### src/sv/bffe_pkg.sv
// ----------------------------------------------------------------------------
// bffe_pkg
// Shared constants, types and bit search helpers of the bitmap engine.
// ----------------------------------------------------------------------------
package bffe_pkg;

    localparam int CAPACITY_BITS = 1024;
    localparam int WORD_BITS     = 32;
    localparam int NUM_WORDS     = (CAPACITY_BITS + WORD_BITS - 1) / WORD_BITS;
    localparam int IDX_W         = $clog2(CAPACITY_BITS);
    localparam int CNT_W         = $clog2(CAPACITY_BITS + 1);
    localparam int BIT_W         = $clog2(WORD_BITS);
    localparam int WADDR_W       = $clog2(NUM_WORDS);
    localparam int OP_W          = 3;

    localparam logic [OP_W-1:0] OP_GET   = 3'd0;
    localparam logic [OP_W-1:0] OP_SET   = 3'd1;
    localparam logic [OP_W-1:0] OP_UNSET = 3'd2;
    localparam logic [OP_W-1:0] OP_FLIP  = 3'd3;
    localparam logic [OP_W-1:0] OP_CLEAR = 3'd4;

    typedef enum logic [2:0] {
        ST_IDLE, ST_MOD, ST_RFIRST, ST_RLAST, ST_RUNSET, ST_DONE
    } state_t;

    typedef enum logic [1:0] {
        RD_INPUT, RD_FIRST, RD_LAST, RD_UNSET
    } rd_sel_t;

    typedef struct packed {
        logic    latch_in;
        logic    mod_en;
        logic    cap_first;
        logic    cap_last;
        logic    load_out;
        rd_sel_t rd_sel;
    } cmd_t;

    typedef struct packed {
        logic out_free;
    } status_t;

    function automatic logic [BIT_W-1:0] low_bit(input logic [WORD_BITS-1:0] v);
        logic [BIT_W-1:0] r;
        r = '0;
        for (int i = WORD_BITS - 1; i >= 0; i--)
            if (v[i]) r = BIT_W'(i);
        return r;
    endfunction

    function automatic logic [BIT_W-1:0] high_bit(input logic [WORD_BITS-1:0] v);
        logic [BIT_W-1:0] r;
        r = '0;
        for (int i = 0; i < WORD_BITS; i++)
            if (v[i]) r = BIT_W'(i);
        return r;
    endfunction

    function automatic logic [WADDR_W-1:0] low_word(input logic [NUM_WORDS-1:0] v);
        logic [WADDR_W-1:0] r;
        r = '0;
        for (int i = NUM_WORDS - 1; i >= 0; i--)
            if (v[i]) r = WADDR_W'(i);
        return r;
    endfunction

    function automatic logic [WADDR_W-1:0] high_word(input logic [NUM_WORDS-1:0] v);
        logic [WADDR_W-1:0] r;
        r = '0;
        for (int i = 0; i < NUM_WORDS; i++)
            if (v[i]) r = WADDR_W'(i);
        return r;
    endfunction

endpackage

### src/sv/bffe_ram.sv
// ----------------------------------------------------------------------------
// bffe_ram
// Generic single write port RAM with one registered read port.
// ----------------------------------------------------------------------------
module bffe_ram #(
    parameter int WIDTH = 32,
    parameter int DEPTH = 32
) (
    input  logic                     clk,
    input  logic                     we,
    input  logic [$clog2(DEPTH)-1:0] waddr,
    input  logic [WIDTH-1:0]         wdata,
    input  logic [$clog2(DEPTH)-1:0] raddr,
    output logic [WIDTH-1:0]         rdata
);

    logic [WIDTH-1:0] mem [DEPTH];

    always_ff @(posedge clk)
    begin
        if (we)
            mem[waddr] <= wdata;
        rdata <= mem[raddr];
    end

endmodule

### src/sv/bffe_ctrl.sv
// ----------------------------------------------------------------------------
// bffe_ctrl
// Sequencer: modify one word, then read back the three summary words.
// ----------------------------------------------------------------------------
module bffe_ctrl
    import bffe_pkg::*;
(
    input  logic    clk,
    input  logic    rst_n,
    input  logic    s_tvalid,
    output logic    s_tready,
    input  status_t status,
    output cmd_t    cmd
);

    state_t state_reg, state_next;

    always_ff @(posedge clk or negedge rst_n)
    begin
        if (!rst_n)
            state_reg <= ST_IDLE;
        else
            state_reg <= state_next;
    end

    always_comb
    begin
        state_next = state_reg;
        cmd        = '0;
        cmd.rd_sel = RD_INPUT;
        s_tready   = 1'b0;
        case (state_reg)
            ST_IDLE:
            begin
                s_tready     = 1'b1;
                cmd.latch_in = s_tvalid;
                if (s_tvalid)
                    state_next = ST_MOD;
            end
            ST_MOD:
            begin
                cmd.mod_en = 1'b1;
                state_next = ST_RFIRST;
            end
            ST_RFIRST:
            begin
                cmd.rd_sel = RD_FIRST;
                state_next = ST_RLAST;
            end
            ST_RLAST:
            begin
                cmd.rd_sel    = RD_LAST;
                cmd.cap_first = 1'b1;
                state_next    = ST_RUNSET;
            end
            ST_RUNSET:
            begin
                cmd.rd_sel   = RD_UNSET;
                cmd.cap_last = 1'b1;
                state_next   = ST_DONE;
            end
            ST_DONE:
            begin
                // keep reading the same word while the output is busy
                cmd.rd_sel = RD_UNSET;
                if (status.out_free)
                begin
                    cmd.load_out = 1'b1;
                    state_next   = ST_IDLE;
                end
            end
            default:
                state_next = ST_IDLE;
        endcase
    end

endmodule

### src/sv/bffe_dp.sv
// ----------------------------------------------------------------------------
// bffe_dp
// Word store, per-word summary flags, set count and result register.
// ----------------------------------------------------------------------------
module bffe_dp
    import bffe_pkg::*;
(
    input  logic                 clk,
    input  logic                 rst_n,
    input  logic [OP_W-1:0]      in_operation,
    input  logic [IDX_W-1:0]     in_bit_index,
    input  cmd_t                 cmd,
    output status_t              status,
    input  logic                 m_tready,
    output logic                 m_tvalid,
    output logic [47:0]          m_tdata
);

    logic [OP_W-1:0]      op_reg;
    logic [IDX_W-1:0]     idx_reg;
    logic [NUM_WORDS-1:0] vld_reg, nz_reg, full_reg;
    logic [CNT_W-1:0]     count_reg;
    logic                 old_reg, err_reg;
    logic [IDX_W-1:0]     first_reg, last_reg;
    logic [WADDR_W-1:0]   raddr_q_reg;
    logic                 m_tvalid_reg;
    logic [47:0]          m_tdata_reg;

    logic [WADDR_W-1:0]   raddr, waddr;
    logic [WORD_BITS-1:0] ram_q, cur, new_word;
    logic [BIT_W-1:0]     sh;
    logic                 err, we, cur_bit, new_bit;
    logic                 any_set;
    logic [CNT_W-1:0]     first_unset;

    assign waddr = idx_reg[IDX_W-1:BIT_W];
    assign sh    = idx_reg[BIT_W-1:0];
    assign err   = {1'b0, idx_reg} >= (IDX_W+1)'(CAPACITY_BITS);
    assign cur   = vld_reg[raddr_q_reg] ? ram_q : '0;
    assign cur_bit = cur[sh];
    assign any_set = |nz_reg;

    always_comb
    begin
        case (cmd.rd_sel)
            RD_INPUT: raddr = in_bit_index[IDX_W-1:BIT_W];
            RD_FIRST: raddr = low_word(nz_reg);
            RD_LAST:  raddr = high_word(nz_reg);
            RD_UNSET: raddr = low_word(~full_reg);
            default:  raddr = '0;
        endcase
    end

    always_comb
    begin
        new_word = cur;
        we       = 1'b0;
        case (op_reg)
            OP_SET:   begin new_word[sh] = 1'b1;     we = 1'b1; end
            OP_UNSET: begin new_word[sh] = 1'b0;     we = 1'b1; end
            OP_FLIP:  begin new_word[sh] = ~cur_bit; we = 1'b1; end
            default:  we = 1'b0;
        endcase
        we      = we && cmd.mod_en && !err;
        new_bit = new_word[sh];
    end

    always_comb
    begin
        if (&full_reg)
            first_unset = CNT_W'(CAPACITY_BITS);
        else
            first_unset = CNT_W'({low_word(~full_reg), low_bit(~cur)});
    end

    bffe_ram #(.WIDTH(WORD_BITS), .DEPTH(NUM_WORDS)) u_ram (
        .clk   (clk),
        .we    (we),
        .waddr (waddr),
        .wdata (new_word),
        .raddr (raddr),
        .rdata (ram_q)
    );

    always_ff @(posedge clk or negedge rst_n)
    begin
        if (!rst_n)
        begin
            vld_reg      <= '0;
            nz_reg       <= '0;
            full_reg     <= '0;
            count_reg    <= '0;
            m_tvalid_reg <= 1'b0;
        end
        else
        begin
            if (cmd.mod_en && op_reg == OP_CLEAR)
            begin
                vld_reg   <= '0;
                nz_reg    <= '0;
                full_reg  <= '0;
                count_reg <= '0;
            end
            else if (we)
            begin
                vld_reg[waddr]  <= 1'b1;
                nz_reg[waddr]   <= |new_word;
                full_reg[waddr] <= &new_word;
                count_reg <= count_reg + CNT_W'(new_bit) - CNT_W'(cur_bit);
            end
            if (cmd.load_out)
                m_tvalid_reg <= 1'b1;
            else if (m_tready)
                m_tvalid_reg <= 1'b0;
        end
    end

    always_ff @(posedge clk)
    begin
        raddr_q_reg <= raddr;
        if (cmd.latch_in)
        begin
            op_reg  <= in_operation;
            idx_reg <= in_bit_index;
        end
        if (cmd.mod_en)
        begin
            err_reg <= (op_reg != OP_CLEAR) && err;
            old_reg <= (op_reg != OP_CLEAR) && !err && cur_bit;
        end
        if (cmd.cap_first)
            first_reg <= any_set ? {raddr_q_reg, low_bit(cur)} : '0;
        if (cmd.cap_last)
            last_reg <= any_set ? {raddr_q_reg, high_bit(cur)} : '0;
        if (cmd.load_out)
            m_tdata_reg <= {3'b000, first_unset, last_reg, first_reg,
                            count_reg, any_set, err_reg, old_reg};
    end

    assign status.out_free = !m_tvalid_reg || m_tready;
    assign m_tvalid = m_tvalid_reg;
    assign m_tdata  = m_tdata_reg;

endmodule

### src/sv/bitmap_find_first_engine_core.sv
// ----------------------------------------------------------------------------
// bitmap_find_first_engine_core
// 1024-bit bitmap with get/set/unset/flip/clear and find-first summaries.
// ----------------------------------------------------------------------------
// Input stream s_*: one word per command (operation, bit_index).
// Output stream m_*: one word per command with the old bit, range error and
// a summary of the bitmap after the command (any set, count, first set,
// last set, first unset; first unset equals the capacity when full).
// One command is in flight at a time: accept, a read-modify-write of the
// addressed word in the word store, then three reads of the summary words
// on the one read port (first set, last set, first unset); a new command
// is taken only after the previous one has loaded its result.
// The result sits in an output register; the next command is accepted
// while it waits, and its own result holds in the last step until the
// register frees up. Reset clears the whole bitmap at once through per-word
// valid flags, so no clearing pass is needed and commands are taken right
// away. Clear-all resets the same flags in its modify step.
// ----------------------------------------------------------------------------
module bitmap_find_first_engine_core
    import bffe_pkg::*;
(
    input  logic        clk,
    input  logic        rst_n,
    input  logic        s_tvalid,
    output logic        s_tready,
    input  logic [15:0] s_tdata,   // operation[2:0], bit_index[12:3], zero pad
    output logic        m_tvalid,
    input  logic        m_tready,
    output logic [47:0] m_tdata    // old_bit[0], index_error[1], any_set[2],
                                   // set_count[13:3], first_set[23:14],
                                   // last_set[33:24], first_unset[44:34], pad
);

    cmd_t    cmd;
    status_t status;

    bffe_ctrl u_ctrl (
        .clk      (clk),
        .rst_n    (rst_n),
        .s_tvalid (s_tvalid),
        .s_tready (s_tready),
        .status   (status),
        .cmd      (cmd)
    );

    bffe_dp u_dp (
        .clk          (clk),
        .rst_n        (rst_n),
        .in_operation (s_tdata[OP_W-1:0]),
        .in_bit_index (s_tdata[OP_W+IDX_W-1:OP_W]),
        .cmd          (cmd),
        .status       (status),
        .m_tready     (m_tready),
        .m_tvalid     (m_tvalid),
        .m_tdata      (m_tdata)
    );

endmodule
### config.mk
export PLATFORM = sky130hd
export DESIGN_NAME = bitmap_find_first_engine_core
export DESIGN_NICKNAME = d
export VERILOG_FILES = /design/src/sv/bffe_pkg.sv /design/src/sv/bffe_ram.sv /design/src/sv/bffe_ctrl.sv /design/src/sv/bffe_dp.sv /design/src/sv/bitmap_find_first_engine_core.sv
export SDC_FILE = /design/constraint.sdc
export NUM_CORES = 2
export LEC_CHECK = 0
export ABC_AREA = 1
export ABC_CLOCK_PERIOD_IN_PS = 6100
export BUFFER_PORTS_ARGS = -buffer_cell sky130_fd_sc_hd__buf_2
export CORE_MARGIN = 1
export CORE_UTILIZATION = 30
export CTS_BUF_LIST = sky130_fd_sc_hd__clkbuf_4
export CTS_CLUSTER_SIZE = 10
export DETAILED_ROUTE_END_ITERATION = 8
export PLACE_DENSITY = 0.44
export SLEW_MARGIN = 20
export SYNTH_ARGS = -nofsm -noshare
export SYNTH_HDL_FRONTEND = slang
export SYNTH_SLANG_ARGS = --single-unit
### constraint.sdc
create_clock -name clk -period 6.1 [get_ports clk]
set_clock_uncertainty 0.15 [all_clocks]
set_input_delay 1.22 -clock clk [delete_from_list [all_inputs] [get_ports clk]]
set_output_delay 1.22 -clock clk [all_outputs]
set_load 0.01 [all_outputs]
==> metrics.txt <==
status complete, no violations; Reg-to-Reg Start u_dp.raddr_q_reg[1]; grt ovf 0; clock insertion delay at the later pin of the skew report 1.35 ns; r2r worst-path depth 42; Post-synth top flop edfxtp_1; setup tns final 0 ns; non-filler cells, final 8949; DR WL/cell 22.0 µm; Worst Setup End Kind flop; worst slew pin tran 1.10 ns; dpl ws 0.0955 ns; post-synth cell types 56; warnings from Yosys 0; commonest non-fill, non-tap cell in the layout nand2_1; CTS Buf Count 365; first-pass detailed-route iteration total 6; Post-synth EDFFs 1102; Tot GR Track Use 20.1%; total wire length 197 mm; Hold Crit Class flop to flop; largest net degree at the start of global routing 157; Root Buffer clkbuf_4; post-synthesis async set-or-reset flop share 8.88%; Worst EP required 7.11 ns; reg2reg setup slack 0.46 ns; CTS tree done; Mean Syn Cell Area 9.84 µm²; initial cell density of the core 30.2%; WHS Path Cells 0; max frequency 177 MHz; # setup viols final 0; Area contributors post-synth edfxtp_1 58%, nand3_1 9.9%, nand2_1 8.2%; port buffer count 62; antenna viol nets, final 0; crit start category flop; PwrDens 606 nW/µm²; Clock Tree Buf Depth 4; first-pass GRT wire length 285 mm; routability cong. 0.900; Cell Area, Synth 57500 µm²; Site Rows 160; core area 190000 µm²; final worst-path cycle share 92.4%; Worst slew margin 26.9%; WS Path Type flop to flop; Die Span Y 440 µm; max reg flops 1024; CP max FO 7; sequential fraction of the synthesis area 63.7%; Crit path top cell by count nor2_1; die extent in x 440 µm; Clock transition at path regs 0.07 ns; post-layout min period 5.64 ns; H-tree depth 5; Layout area overhead 16.1%; Clock Sinks 1250; synthesized instance count 5837; Die Area 193000 µm²; hpwl dp 105 mm; via density per instance 4.85; placed cell count 8294; PnR Total Power 40.5 mW; vias in the first global route 42000; antenna violations before repair 8; CP Data Arrival Time 6.65 ns; Worst Hold End u_dp.m_tdata[19]; Leakage 28.0 nW; Max VDD drop 1.08 mV; cell taking the most area after synthesis edfxtp_1; layout cells sized above 1 14.7%; MaxCap Viol Count 0; post-synth top area share 57.6%; IO Pins 70; worst r2r dst u_dp.count_reg[10]; hold path start u_dp.first_reg[5]; Hold Fails Final Rpt 0; Pins Over Slew Limit 0; DRC 0; post-synthesis register bit count 1250; most frequent cells in the layout 1248 x nand2_1, 1131 x nand3_1, 1102 x edfxtp_1; nets@finish 6214; PnR worst setup slack 0.462 ns; Slowest cell on crit path dfxtp_2; Max stage delay on crit path 0.34 ns; DRT iter0 DRCs 3313; vias post-DR 43400
worst max-delay path by stage:
stage | startpoint | to | slack [ns]
2_1_floorplan | u_dp.raddr_q_reg[0] | u_dp.count_reg[10] | 0.49
3_3_place_gp | u_dp.raddr_q_reg[1] | u_dp.count_reg[10] | 0.006
3_5_place_dp | u_dp.raddr_q_reg[1] | u_dp.count_reg[10] | 0.1
4_1_cts | u_dp.raddr_q_reg[1] | u_dp.count_reg[10] | 0.02
5_1_grt | u_dp.raddr_q_reg[1] | u_dp.count_reg[10] | -0.02
6_report | u_dp.raddr_q_reg[1] | u_dp.count_reg[10] | 0.46
final cells by class:
type | instances | area (µm²)
fillers | 19200 | 123000
clock buffers | 552 | 4140
well taps | 2511 | 3140
flip-flops and latches | 1250 | 36600
diodes | 9 | 22.5
clock inverters | 62 | 275
repair buffers | 292 | 2510
multi-input cells | 3309 | 16400
inverters | 964 | 3650
repair_timing:
action | 4_1_cts | 5_1_grt
resized for setup | 0 | 41
hold endpoints to repair | 82 | 0
hold buffers | 16 | 0
setup buffers | 0 | 15
setup endpoints to repair | 0 | 4
cell usage after synthesis, types with 2 or more instances:
cell type and number:
a21boi_0 3, a21oi_1 68, a21oi_2 4, a221oi_1 5, a22oi_1 3, a31oi_1 6
and2_1 2, buf_1 31, buf_2 4, buf_4 8, buf_6 8, clkbuf_1 266
clkinv_1 5, dfrtp_1 111, dfxtp_1 37, edfxtp_1 1102, ha_1 11, inv_1 948
inv_2 10, nand2_1 1252, nand2_2 2, nand3_1 1132, nand3_2 2, nand3b_1 322
nand4_1 15, nor2_1 253, nor2_2 7, nor2_4 4, nor3_1 28, nor4_1 9
o2111ai_1 5, o211ai_1 22, o211ai_2 4, o21ai_0 74, o21ai_1 24, o21bai_1 4
o221ai_1 3, o22ai_1 19, o31ai_1 3, o32ai_1 4, xor2_1 2
critical path: cells and delay by family (launching register included):
family          cells  cell delay, ns
xor+xnor            1            0.15
simple gates       23            2.45
buf+inv             7            0.93
flops               1            0.34
fa+ha+maj           2            0.38
compound gates      9            1.02
metal layers:
layer,share of wire [%],wire length (µm),GRT usage [%],up-vias
li1,-,-,-,20400
met1,45,88300,27.0,21300
met2,46,91200,32.1,1347
met3,5.6,11000,3.63,356
met4,3.2,6220,7.67,0
met5,0,0,0,-
cell families after synthesis:
kind of cell               after synthesis  share of synthesized area [%]
DFF                                   1250                           63.7
and+or+nand+nor                       3033                           24.7
AOI/OAI and AO/OA                      257                           2.69
xor gates and xnor gates                 3                         0.0457
other                                    1                        0.00653
buffers and inverters                 1281                           8.54
adders and majority gates               12                          0.274
metrics by stage:
step	cell area, µm²	utilization, %	hold WS (ns)
2_1_floorplan	57500	-	0.250
3_3_place_gp	61800	32.5	0.254
3_5_place_dp	61900	32.5	0.255
4_1_cts	66400	34.9	0.258
5_1_grt	66700	35.1	0.265
6_report	66700	35.1	0.259
where the power goes:
group          internal [mW]  switching [mW]  leakage (nW)
Combinational           5.68            15.2          13.4
Clock                   4.12            3.63          2.68
Sequential              11.5           0.417          11.9
(Power assumes the default switching activity.)
